`src/hdl/http_request_header_parser_unit_defines.svh`:
```
// assertion macros for the http request header parser
`ifndef HTTP_REQUEST_HEADER_PARSER_UNIT_DEFINES_SVH
`define HTTP_REQUEST_HEADER_PARSER_UNIT_DEFINES_SVH
`ifndef SYNTHESIS
// same-cycle implication, checked out of reset
`define HRP_ASSERT_IMPL(lbl, clk_s, rstn_s, ante, cons) \
  lbl: assert property (@(posedge clk_s) disable iff (!rstn_s) (ante) |-> (cons)) \
    else $error("hrp assertion failed");
// next-cycle implication, checked out of reset
`define HRP_ASSERT_NEXT(lbl, clk_s, rstn_s, ante, cons) \
  lbl: assert property (@(posedge clk_s) disable iff (!rstn_s) (ante) |=> (cons)) \
    else $error("hrp assertion failed");
`else
`define HRP_ASSERT_IMPL(lbl, clk_s, rstn_s, ante, cons)
`define HRP_ASSERT_NEXT(lbl, clk_s, rstn_s, ante, cons)
`endif
`endif

```
`src/hdl/hrp_pkg.sv`:
```
// shared types and constants of the http request header parser
package hrp_pkg;

  // parameter defaults and reset values
  localparam int PATH_SLOTS_DEF = 32;
  localparam logic [15:0] IDLE_LIMIT_RST = 16'd60;

  // size of the path head kept for classification
  localparam int HEAD_LEN = 5;
  localparam int HEAD_IDX_W = 3;

  // event kinds on the input channel
  localparam logic [1:0] CMD_BYTE  = 2'd0;
  localparam logic [1:0] CMD_OPEN  = 2'd1;
  localparam logic [1:0] CMD_TICK  = 2'd2;
  localparam logic [1:0] CMD_CLOSE = 2'd3;

  // result event codes
  localparam logic [2:0] EV_NONE      = 3'd0;
  localparam logic [2:0] EV_PATH_BYTE = 3'd1;
  localparam logic [2:0] EV_READY     = 3'd2;
  localparam logic [2:0] EV_WS_UPG    = 3'd3;
  localparam logic [2:0] EV_WS_BYTE   = 3'd4;
  localparam logic [2:0] EV_TIMEOUT   = 3'd5;

  // request kinds
  localparam logic [1:0] KIND_STATIC  = 2'd0;
  localparam logic [1:0] KIND_DYNAMIC = 2'd1;
  localparam logic [1:0] KIND_INDEX   = 2'd2;

  // characters
  localparam logic [7:0] CH_SPACE = 8'h20;
  localparam logic [7:0] CH_LF    = 8'h0a;
  localparam logic [7:0] CH_CR    = 8'h0d;
  localparam logic [7:0] CH_SLASH = 8'h2f;
  localparam logic [7:0] CH_D     = 8'h64;
  localparam logic [7:0] CH_W     = 8'h77;
  localparam logic [7:0] CH_S     = 8'h73;

  // one input request
  typedef struct packed {
    logic [1:0] cmd;
    logic [7:0] rx_byte;
  } item_t;

  // one result
  typedef struct packed {
    logic [2:0] event_res;
    logic [1:0] request_kind;
    logic [7:0] out_byte;
    logic [4:0] path_pos;
    logic [4:0] path_length;
  } result_t;

endpackage

```
`src/hdl/hrp_input_stage.sv`:
```
// input register of the http request header parser
module hrp_input_stage (
  input  logic           clk,
  input  logic           rst_n,
  input  logic           in_valid,
  output logic           in_stall,
  input  logic [1:0]     in_cmd,
  input  logic [7:0]     in_rx_byte,
  input  logic           adv,
  output logic           item_vld,
  output hrp_pkg::item_t item
);

  logic           vld_r;
  logic           vld_nxt;
  hrp_pkg::item_t item_r;
  logic           accept;

  // hold off new requests only when the held one cannot move on
  assign in_stall = vld_r & ~adv;
  assign accept   = in_valid & ~in_stall;

  always_comb begin
    vld_nxt = vld_r;
    if (accept) begin
      vld_nxt = 1'b1;
    end else if (adv) begin
      vld_nxt = 1'b0;
    end
  end

  // valid flag
  always_ff @(posedge clk) begin
    if (!rst_n) begin
      vld_r <= 1'b0;
    end else begin
      vld_r <= vld_nxt;
    end
  end

  // payload
  always_ff @(posedge clk) begin
    if (accept) begin
      item_r.cmd     <= in_cmd;
      item_r.rx_byte <= in_rx_byte;
    end
  end

  assign item_vld = vld_r;
  assign item     = item_r;

endmodule

```
`src/hdl/hrp_core.sv`:
```
// parser state and per-request update logic
module hrp_core #(
  parameter int PATH_SLOTS = hrp_pkg::PATH_SLOTS_DEF
) (
  input  logic             clk,
  input  logic             rst_n,
  input  logic             cfg_wr_en,
  input  logic [15:0]      cfg_wr_data,
  input  logic             fire,
  input  hrp_pkg::item_t   item,
  output hrp_pkg::result_t res
);

  localparam int IDX_W = $clog2(PATH_SLOTS);
  localparam logic [IDX_W-1:0] LAST = IDX_W'(PATH_SLOTS - 1);

  // parser phases
  localparam logic [2:0] PH_NONE   = 3'd0;
  localparam logic [2:0] PH_METHOD = 3'd1;
  localparam logic [2:0] PH_PATH   = 3'd2;
  localparam logic [2:0] PH_PROTO  = 3'd3;
  localparam logic [2:0] PH_FLAG   = 3'd4;
  localparam logic [2:0] PH_INFLAG = 3'd5;
  localparam logic [2:0] PH_READY  = 3'd6;
  localparam logic [2:0] PH_WS     = 3'd7;

  logic [2:0]       phase_r, phase_nxt;
  logic [IDX_W-1:0] idx_r, idx_nxt;
  logic [15:0]      idle_r, idle_nxt;
  logic [1:0]       kind_r, kind_nxt;
  logic [15:0]      limit_r;
  logic [hrp_pkg::HEAD_LEN-1:0][7:0] head_r;

  logic [IDX_W-1:0] slot;
  logic [IDX_W-1:0] next_slot;
  logic [IDX_W-1:0] len;
  logic [IDX_W+4:0] slot_ext;
  logic [IDX_W+4:0] len_ext;
  logic [IDX_W+4:0] idx_ext;
  logic             head_we;
  logic             is_ws;
  logic             lead_slash;
  logic             is_dyn;
  logic             is_index;
  logic [1:0]       kind_cls;
  logic [7:0]       c;

  assign c = item.rx_byte;

  // path slot arithmetic, the last slot absorbs overflow
  assign slot      = idx_r;
  assign next_slot = (slot == LAST) ? LAST : slot + 1'b1;
  assign len       = next_slot - 1'b1;
  assign head_we   = (slot < IDX_W'(hrp_pkg::HEAD_LEN));
  assign slot_ext  = {5'b0, slot};
  assign len_ext   = {5'b0, len};
  assign idx_ext   = {5'b0, idx_r};

  // websocket tag match on the kept head
  assign is_ws = (len >= IDX_W'(hrp_pkg::HEAD_LEN)) &&
                 (head_r[0] == hrp_pkg::CH_SLASH) && (head_r[1] == hrp_pkg::CH_D) &&
                 (head_r[2] == hrp_pkg::CH_SLASH) && (head_r[3] == hrp_pkg::CH_W) &&
                 (head_r[4] == hrp_pkg::CH_S);

  // classification: optional leading slash, then d/ or nothing
  assign lead_slash = (len != '0) && (head_r[0] == hrp_pkg::CH_SLASH);
  assign is_dyn = lead_slash ?
                  ((len >= IDX_W'(3)) && (head_r[1] == hrp_pkg::CH_D) &&
                   (head_r[2] == hrp_pkg::CH_SLASH)) :
                  ((len >= IDX_W'(2)) && (head_r[0] == hrp_pkg::CH_D) &&
                   (head_r[1] == hrp_pkg::CH_SLASH));
  assign is_index = (len == '0) || (lead_slash && (len == IDX_W'(1)));

  always_comb begin
    if (is_dyn) begin
      kind_cls = hrp_pkg::KIND_DYNAMIC;
    end else if (is_index) begin
      kind_cls = hrp_pkg::KIND_INDEX;
    end else begin
      kind_cls = hrp_pkg::KIND_STATIC;
    end
  end

  // next state and result
  always_comb begin
    phase_nxt = phase_r;
    idx_nxt   = idx_r;
    idle_nxt  = idle_r;
    kind_nxt  = kind_r;
    res       = '0;
    unique case (item.cmd)
      hrp_pkg::CMD_OPEN: begin
        phase_nxt = PH_METHOD;
        idx_nxt   = '0;
        idle_nxt  = '0;
      end
      hrp_pkg::CMD_CLOSE: begin
        phase_nxt = PH_NONE;
      end
      hrp_pkg::CMD_TICK: begin
        if ((phase_r >= PH_METHOD) && (phase_r <= PH_INFLAG)) begin
          if (idle_r > limit_r) begin
            phase_nxt     = PH_NONE;
            res.event_res = hrp_pkg::EV_TIMEOUT;
          end
          if (idle_r != '1) begin
            idle_nxt = idle_r + 16'd1;
          end
        end
      end
      default: begin
        idle_nxt = '0;
        unique case (phase_r)
          PH_METHOD: begin
            if (c == hrp_pkg::CH_SPACE) begin
              phase_nxt = PH_PATH;
              idx_nxt   = '0;
            end
          end
          PH_PATH: begin
            if (c == hrp_pkg::CH_SPACE) begin
              idx_nxt         = len;
              res.path_length = len_ext[4:0];
              if (is_ws) begin
                phase_nxt     = PH_WS;
                res.event_res = hrp_pkg::EV_WS_UPG;
              end else begin
                phase_nxt = PH_PROTO;
                kind_nxt  = kind_cls;
              end
            end else begin
              idx_nxt       = next_slot;
              res.event_res = hrp_pkg::EV_PATH_BYTE;
              res.out_byte  = c;
              res.path_pos  = slot_ext[4:0];
            end
          end
          PH_PROTO, PH_INFLAG: begin
            if (c == hrp_pkg::CH_LF) begin
              phase_nxt = PH_FLAG;
            end
          end
          PH_FLAG: begin
            if (c == hrp_pkg::CH_LF) begin
              phase_nxt        = PH_READY;
              res.event_res    = hrp_pkg::EV_READY;
              res.request_kind = kind_r;
              res.path_length  = idx_ext[4:0];
            end else if (c != hrp_pkg::CH_CR) begin
              phase_nxt = PH_INFLAG;
            end
          end
          PH_WS: begin
            res.event_res = hrp_pkg::EV_WS_BYTE;
            res.out_byte  = c;
          end
          default: begin
          end
        endcase
      end
    endcase
  end

  // control state
  always_ff @(posedge clk) begin
    if (!rst_n) begin
      phase_r <= PH_NONE;
      idx_r   <= '0;
      idle_r  <= '0;
      kind_r  <= hrp_pkg::KIND_STATIC;
      limit_r <= hrp_pkg::IDLE_LIMIT_RST;
    end else begin
      if (fire) begin
        phase_r <= phase_nxt;
        idx_r   <= idx_nxt;
        idle_r  <= idle_nxt;
        kind_r  <= kind_nxt;
      end
      if (cfg_wr_en) begin
        limit_r <= cfg_wr_data;
      end
    end
  end

  // path head store, only entries below the kept length are ever read
  always_ff @(posedge clk) begin
    if (fire && (item.cmd == hrp_pkg::CMD_BYTE) && (phase_r == PH_PATH) && head_we) begin
      head_r[slot[hrp_pkg::HEAD_IDX_W-1:0]] <= c;
    end
  end

endmodule

```
`src/hdl/hrp_output_stage.sv`:
```
// result register of the http request header parser
module hrp_output_stage (
  input  logic             clk,
  input  logic             rst_n,
  input  logic             load,
  input  hrp_pkg::result_t res,
  output logic             adv,
  output logic             out_valid,
  input  logic             out_stall,
  output logic [2:0]       out_event_res,
  output logic [1:0]       out_request_kind,
  output logic [7:0]       out_out_byte,
  output logic [4:0]       out_path_pos,
  output logic [4:0]       out_path_length
);

  logic             vld_r;
  hrp_pkg::result_t res_r;

  // register free or being emptied this cycle
  assign adv = ~vld_r | ~out_stall;

  // valid flag
  always_ff @(posedge clk) begin
    if (!rst_n) begin
      vld_r <= 1'b0;
    end else if (adv) begin
      vld_r <= load;
    end
  end

  // payload
  always_ff @(posedge clk) begin
    if (load) begin
      res_r <= res;
    end
  end

  assign out_valid        = vld_r;
  assign out_event_res    = res_r.event_res;
  assign out_request_kind = res_r.request_kind;
  assign out_out_byte     = res_r.out_byte;
  assign out_path_pos     = res_r.path_pos;
  assign out_path_length  = res_r.path_length;

endmodule

```
`src/hdl/http_request_header_parser_unit.sv`:
```
// Per-connection HTTP request parser: one event per request (byte, open, tick,
// disconnect), one result per request. Each request passes the input register
// and then the result register, with the parser state updated in the single
// logic stage between them; a new request is taken every cycle unless in_stall
// holds it off. in_stall rises only while the input register is full and the
// result register is held by out_stall. idle_limit must be written through
// cfg_wr_en/cfg_wr_data while no request is in flight; the block does not enforce it.
`include "http_request_header_parser_unit_defines.svh"

module http_request_header_parser_unit #(
  parameter int PATH_SLOTS = hrp_pkg::PATH_SLOTS_DEF
) (
  input  logic        clk,
  input  logic        rst_n,
  input  logic        cfg_wr_en,
  input  logic [15:0] cfg_wr_data,
  input  logic        in_valid,
  output logic        in_stall,
  input  logic [1:0]  in_cmd,
  input  logic [7:0]  in_rx_byte,
  output logic        out_valid,
  input  logic        out_stall,
  output logic [2:0]  out_event_res,
  output logic [1:0]  out_request_kind,
  output logic [7:0]  out_out_byte,
  output logic [4:0]  out_path_pos,
  output logic [4:0]  out_path_length
);

  logic             adv;
  logic             item_vld;
  logic             fire;
  hrp_pkg::item_t   item;
  hrp_pkg::result_t res;

  // input register
  hrp_input_stage u_in (
    .clk        (clk),
    .rst_n      (rst_n),
    .in_valid   (in_valid),
    .in_stall   (in_stall),
    .in_cmd     (in_cmd),
    .in_rx_byte (in_rx_byte),
    .adv        (adv),
    .item_vld   (item_vld),
    .item       (item)
  );

  assign fire = item_vld & adv;

  // parser state and update
  hrp_core #(
    .PATH_SLOTS (PATH_SLOTS)
  ) u_core (
    .clk         (clk),
    .rst_n       (rst_n),
    .cfg_wr_en   (cfg_wr_en),
    .cfg_wr_data (cfg_wr_data),
    .fire        (fire),
    .item        (item),
    .res         (res)
  );

  // result register
  hrp_output_stage u_out (
    .clk              (clk),
    .rst_n            (rst_n),
    .load             (fire),
    .res              (res),
    .adv              (adv),
    .out_valid        (out_valid),
    .out_stall        (out_stall),
    .out_event_res    (out_event_res),
    .out_request_kind (out_request_kind),
    .out_out_byte     (out_out_byte),
    .out_path_pos     (out_path_pos),
    .out_path_length  (out_path_length)
  );

  // stall only with a held request in the input register
  `HRP_ASSERT_IMPL(a_stall_needs_item, clk, rst_n, in_stall, item_vld)
  // every processed request shows up as a result next cycle
  `HRP_ASSERT_NEXT(a_fire_gives_result, clk, rst_n, fire, out_valid)
  // the space that ends the path is never reported as a path byte
  `HRP_ASSERT_IMPL(a_no_space_in_path, clk, rst_n,
    out_valid && (out_event_res == hrp_pkg::EV_PATH_BYTE),
    out_out_byte != hrp_pkg::CH_SPACE)

endmodule

```
`config.mk`:
```
export PLATFORM = sky130hd
export DESIGN_NAME = http_request_header_parser_unit
export DESIGN_NICKNAME = d
export VERILOG_FILES = /design/src/hdl/hrp_pkg.sv /design/src/hdl/hrp_input_stage.sv /design/src/hdl/hrp_core.sv /design/src/hdl/hrp_output_stage.sv /design/src/hdl/http_request_header_parser_unit.sv
export VERILOG_INCLUDE_DIRS = /design/src /design/src/hdl
export SDC_FILE = /design/constraint.sdc
export NUM_CORES = 1
export LEC_CHECK = 0
export ABC_CLOCK_PERIOD_IN_PS = 4140
export BUFFER_PORTS_ARGS = -buffer_cell sky130_fd_sc_hd__buf_2
export CELL_PAD_IN_SITES_DETAIL_PLACEMENT = 0
export CELL_PAD_IN_SITES_GLOBAL_PLACEMENT = 1
export CORE_MARGIN = 3
export CORE_UTILIZATION = 47
export DETAILED_ROUTE_END_ITERATION = 16
export PLACE_DENSITY = 0.8
export SLEW_MARGIN = 10
export SYNTH_ARGS = -nofsm -noshare
export SYNTH_HDL_FRONTEND = slang
export SYNTH_HIERARCHICAL = 1
export SYNTH_SLANG_ARGS = --single-unit
```
`constraint.sdc`:
```
create_clock -name clk -period 4.14 [get_ports clk]
set_clock_uncertainty 0.1 [all_clocks]
set_input_delay 0.621 -clock clk [delete_from_list [all_inputs] [get_ports clk]]
set_output_delay 0.621 -clock clk [all_outputs]
set_load 0.005 [all_outputs]
```
# == Yosys cells after proc, flatten, opt, wreduce, memory -nomap -nowiden ==
# Index checks and enable logic that the tools add are counted.
# op_classes
addsub,3
n_lt_le_gt_ge,9
n_eq_ne,30
muxes,38
n_bitwise,15
reduce_logical,33
# op_table
operator,count
40-bit bitwise mux,1
"8-bit by 6-bit equality test with 1-bit output, second input constant",4
"8-bit by 7-bit equality test with 1-bit output, second input constant",4
16-bit 2-to-1 mux,2
16-bit one-hot mux with 2 select lines,1
3-bit 2-to-1 mux,10
5-bit one-hot mux with 2 select lines,3
5-bit 2-to-1 mux,5
8-bit demux with 3-bit select,1
3-bit one-hot mux with 3 select lines,2
"16-bit by 1-bit adder with 16-bit output, second input constant",1
16-bit greater-than comparator,1
1-bit logical AND,16
"16-bit != test, second input constant",1
8-bit one-hot mux with 2 select lines,1
13-bit 2-to-1 mux,1
3-bit one-hot mux with 4 select lines,1
1-bit inverter,11
"5-bit by 2-bit greater-or-equal comparator with 1-bit output, second input constant",2
"5-bit by 1-bit != test with 1-bit output, second input constant",2
5-bit OR reduction,2
"3-bit equality test, second input constant",3
"8-bit by 4-bit equality test with 1-bit output, second input constant",1
2-bit 2-to-1 mux,4
36 further kinds,48
# word_totals
regBits,117
inputBits,31
out_inout_bits,25
elab_cells,147

# == Depth between registers and ports, before layout ==
# depth
word_depth,13
mapped_depth,11
mapped_depth_nobuf,11

# == Hierarchy ==
# The synthesis kept the hierarchy.
# by_module_without_submodules
module,n_inst,cells_per_inst,area_each_um2,seq_area_each_um2
hrp_core,1,471,4563.1,2042.0
hrp_output_stage,1,27,725.7,710.7
hrp_input_stage,1,14,347.8,320.3
http_request_header_parser_unit,1,1,6.3,0.0

# == Least setup slack after synthesis ==
# OpenSTA, ideal clock, no wires.
# synth_path
kind,input to register
start,input out_stall
end,"register u_core/head_r[16] (netlist name), enable pin"
setup_time_ns,0.385
arrival_ns,3.355
required_ns,3.655
path_slack_ns,0.300
stages,6
path_buffers,0
cell_sequence,nand2_1 and2_1 nand2b_1 or4_1 or4_1 nor3b_1
# synth_between
elab_chain_len,6
# synth_lines
element,line,rtl
from (decl),http_request_header_parser_unit.sv:22,"input logic out_stall,"
1-bit inverter,hrp_output_stage.sv:21,assign adv = ~vld_r | ~out_stall;
1-bit OR,hrp_output_stage.sv:21,
1-bit AND,http_request_header_parser_unit.sv:49,assign fire = item_vld & adv;
named net fire,http_request_header_parser_unit.sv:32,logic fire;
1-bit logical AND (3 in a row),hrp_core.sv:187,if (fire && (item.cmd == hrp_pkg::CMD_BYTE) && (phase_r == PH_PATH) && head_we) begin
"to (signal, indexed assignment)",hrp_core.sv:188,head_r[slot[hrp_pkg::HEAD_IDX_W-1:0]] <= c;
to (decl),hrp_core.sv:32,logic [hrp_pkg::HEAD_LEN-1:0][7:0] head_r;
# The timed path passes the listed nets, and every way through them passes these cells.
# A chain may end at the register's enable or synchronous reset.

# == Worst setup path in the final report ==
# layout_path
start,register u_core.idx_r[0]
end,register u_core.kind_r[0]
# layout_between
elab_chain_len,11
word_cells_on_any_way,22
classes_between,add/sub: 2; order compare: 3; eq/ne: 1; mux: 3; bitwise: 1; reduce/logical: 12
# layout_lines
element,line,rtl
from (decl),hrp_core.sv:28,"logic [IDX_W-1:0] idx_r, idx_nxt;"
from (signal assigned),hrp_core.sv:175,idx_r <= idx_nxt;
5-bit by 1-bit adder with 5-bit output / 5-bit equality test (equally long branches),hrp_core.sv:52,assign next_slot = (slot == LAST) ? LAST : slot + 1'b1;
5-bit 2-to-1 mux (*),hrp_core.sv:52,
5-bit by 1-bit subtractor with 5-bit output (*),hrp_core.sv:53,assign len = next_slot - 1'b1;
5-bit by 3-bit greater-or-equal comparator with 1-bit output,hrp_core.sv:60,assign is_ws = (len >= IDX_W'(hrp_pkg::HEAD_LEN)) &&
1-bit logical AND,hrp_core.sv:60,
1-bit logical AND (2 in a row),hrp_core.sv:61,(head_r[0] == hrp_pkg::CH_SLASH) && (head_r[1] == hrp_pkg::CH_D) &&
1-bit logical AND (2 in a row),hrp_core.sv:62,(head_r[2] == hrp_pkg::CH_SLASH) && (head_r[3] == hrp_pkg::CH_W) &&
1-bit inverter (no line),--,
5-bit AND reduction (no line),--,
to (signal assigned),hrp_core.sv:170,kind_r <= hrp_pkg::KIND_STATIC;
to (signal assigned),hrp_core.sv:177,kind_r <= kind_nxt;
to (decl),hrp_core.sv:30,"logic [1:0] kind_r, kind_nxt;"
# Every way passes the cells marked *; elsewhere a longest branch is shown, timed or not.

==> metrics.md <==
| Metric | Value |
|---|---|
| Share of cells above drive strength 1 | `between 10% and 20%` |
| Crit path launch type | `register` |
| Post-CTS setup buffers | `0` |
| Yosys reg bits | `117` |
| TritonRoute pass-1 iters | `4` |
| Final setup viols | `0` |
| Peak supply drop | `~0.00029 V` |
| CTS tree | `done` |
| Drt total wl | `12.4 mm` |
| HP Start | `in_rx_byte[3]` |
| Die ar. | `roughly 13,000 µm²` |
| CP Max Fanout | `18` |
| Clock power share | `52.7%` |
| Top FF cell, synth | `edfxtp_1` |
| Largest net degree at the start of global routing | `29` |
| RSZ-0062 raised after global routing | `false` |
| CP Class | `reg2reg` |
| Max-slew violations | `0` |
| Post-Syn Instances | `513` |
| Port bufs | `55` |
| Crit path DAT | `around 3400 ps` |
| Seq pwr share | `a little over two fifths` |
| Multiplexer area fraction after synthesis | `~3.2%` |
| Gate power share | `3.5%` |
| Post-synthesis adder-cell area fraction | `about 4.7%` |
| Total power per unit cell area | `around 440 nW/µm²` |
| Max_cap viols | `0` |
| Synth Area in Simple Gates | `a little over a fifth` |
| Largest family of logic cells by synthesized area | `simple AND/OR/NAND/NOR gates` |
| Total power | `roughly 2.9 mW` |
| Synth unique cells | `74` |
| Die W | `116 µm` |
| # hold bufs at CTS | `0` |
| Final hold violations | `0` |
| Dominant cell type by area after synthesis | `edfxtp_1` |
| Internal | `~2.3 mW` |
| Leakage | `2.58 nW` |
| Clock root cell | `clkbuf_16` |
| Final WS setup | `approximately 960 ps` |
| Yosys Warn Count | `6` |
| Clock Latency Late Sink | `about 420 ps` |
| Post-synth EDFFs | `73` |
| Rel. slew slack | `around a third` |
| Area of the multi-input gates | `roughly 2400 µm²` |
| Routed via count | `slightly above 4,000` |
| Die height | `roughly 120 µm` |
| Post-route minimum period | `between 3000 and 4000 ps` |
| Critical Path Start | `u_core/idx_r[0]` |
| Class of the worst hold path | `in2reg` |
| Pre-CTS setup slack | `approximately 990 ps` |
| Critical Path Sink Type | `register` |
| Placer Congestion | `~0.91` |
| Ys async rst share | `0%` |
| Setup TNS Final | `0 ps` |
| ANT cells | `0` |
| Max Clock Freq | `between 0.3 and 0.4 GHz` |
| Drc violations | `0` |
| Mapped cell area | `approximately 5600 µm²` |
| Placed Area | `between 6000 and 7000 µm²` |
| H-Tree Depth | `4` |
| Sequential-to-total area share from yosys stat | `a little over half` |
| Clock sinks | `about 120` |
| Worst hold slack | `277 ps` |
| Syn nets | `about 570` |
| Initial Util | `between 40% and 50%` |
| Initial DRC count | `about 250` |
| Syn-to-layout area delta | `18.5%` |
| Initial antenna violation count | `0` |
| Status | `finished clean` |
| Seq. cell area | `3070 µm²` |
| Final nets | `627` |
| Drt via density | `about 5.7` |
| Antenna viol nets, final | `0` |
| GRT overflow | `0` |
| Switching share of total power | `21.3%` |
| Fillers | `between 900 and 1,000` |
| Yosys top cell area share | `roughly 40%` |
| Period Utilization, post-route | `76.9%` |
| Worst reg2reg startpoint | `u_core/idx_r[0]` |
| Critical Path RT | `between 4000 and 5000 ps` |
| CTS resizes | `0` |
| Synth top area cells | `edfxtp_1 39%, dfxtp_1 16%, ha_1 4.7%, nor2_1 3.8%, mux2i_1 3.0%` |
| Final Cell Area | `between 6000 and 7000 µm²` |
| Cts bufs inserted | `17` |
| XOR/XNOR share of the synthesized area | `under 10%` |
| Vias in the first global route | `4,004` |
| Global-route wire length before repair | `between 20 and 25 mm` |
| Std-Cell Rows | `39` |
| Slew at the pin closest to its max-slew limit | `slightly below 1000 ps` |
| DP HPWL | `between 8 and 9 mm` |
| Gr usage total | `between 10% and 20%` |
| Buffer depth of the longest clock path | `2` |
| Drt wl/cell | `about 17 µm` |
| Clock transition at path regs | `~50 ps` |
| Switching power | `roughly 0.63 mW` |
| Synthesized area per cell | `between 10 and 15 µm²` |
| Compound-Gate Fraction of Synth Area | `between 10% and 20%` |
| Ports | `56` |
| Core box area | `11,600 µm²` |
[synthesized netlist by cell type, types with 2 or more instances]
library cell   n
nor4bb_1       2
or4b_1         3
a211oi_1       3
or2_1          2
nand2_1       28
mux2i_1       17
nor3_1        19
inv_1         30
or4_1          6
edfxtp_1      73
and3_1         7
o31ai_2        2
nor3b_1        2
a31oi_1        2
a22oi_1       10
o221ai_1       3
o21ai_0        7
and2_1        14
o21ai_1        3
nand3b_1       2
nor3_2         2
buf_2          6
clkbuf_1       9
xnor2_1       14
nand4_1        7
nand4b_1       6
nor4_2         2
nand3_1       10
a21o_1         3
and4_1         4
ha_1          21
o211ai_1      10
nor4_1         9
a21oi_1       19
or4bb_1        4
o21a_1         2
or3_1          3
dfxtp_1       44
nand2b_1       5
nor2_1        57
nor2b_1        5
xor2_1         2
or2_2          3
[area by class of cell]
cell class	count	share of cell area, %
Clock buffer	17	6.36
Inverter	30	1.68
Clock inverter	15	3.05
Tap cell	143	2.67
Sequential cell	117	45.9
Multi-Input combinational cell	349	35.6
Timing Repair Buffer	60	4.68
[cells in the final DEF, fill, tap and decap left out, types with 9 or more instances in the layout]
cell       instances
o211ai_1          10
buf_2             55
nand3_1           10
nand2_1           28
xnor2_1           14
and2_1            14
edfxtp_1          73
nor4_1             9
a21oi_1           19
clkbuf_16         17
ha_1              21
a22oi_1           10
dfxtp_1           44
mux2i_1           17
inv_1             30
nor3_1            19
nor2_1            57
[state kept, by name, indices dropped and copies added (netlist names)]
register and flops:
u_out/out_event_res 3, u_out/out_path_pos 5, u_core/idx_r 5, u_out/out_request_kind 2, u_in/item 10, u_core/kind_r 2, u_out/out_out_byte 8, u_core/limit_r 16
u_in/item_vld 1, u_core/idle_r 16, u_out/out_valid 1, u_core/head_r 40, u_core/phase_r 3, u_out/out_path_length 5
[through the flow]
step	util (%)	cells
2_1_floorplan	-	513
5_1_grt	57.8	731
4_1_cts	57.8	731
6_report	57.8	731
3_3_place_gp	52.4	699
3_5_place_dp	52.4	699
[worst paths after layout]
path	slack [ps]	depth (start not counted)	end
worst max-delay path	960	11	u_core/kind_r[0]
worst min-delay path	280	1	u_in/item[3]
worst max register to register	960	11	u_core/kind_r[0]
worst min register to register	390	2	u_core/limit_r[9]
[critical path, stage by stage (launching register included)]
cell and delay (ps):
dfxtp_1 680, ha_1 340, nand4_1 210, nand2_1 190
inv_1 80, ha_1 320, inv_1 80, and3_1 190
a211oi_1 210, o221ai_1 150, a221o_1 390, o211a_1 130
[routing by layer]
metal | global-route usage (%) | part of all wire, %
met4 | 8.92 | 2.5
met3 | 4.54 | 5.0
met2 | 28.4 | 43
met1 | 28.9 | 50
met5 | 0 | 0
[power by group through the flow]
stage	Combinational (mW)	Sequential [mW]	Clock, mW
after floorplan	0.0645	1.30	0
after global placement	0.102	1.31	0
after detailed placement	0.104	1.31	0
after CTS	0.105	1.29	1.58
after global routing	0.118	1.29	1.64
final	0.104	1.29	1.55
[cells by family after synthesis]
family | after synthesis
and+or+nand+nor | 213
DFF | 117
buffers and inverters | 47
adders and majority gates | 21
AOI/OAI and AO/OA | 81
xor gates and xnor gates | 16
muxes | 18
No activity file was read; power rests on OpenSTA's default activity.
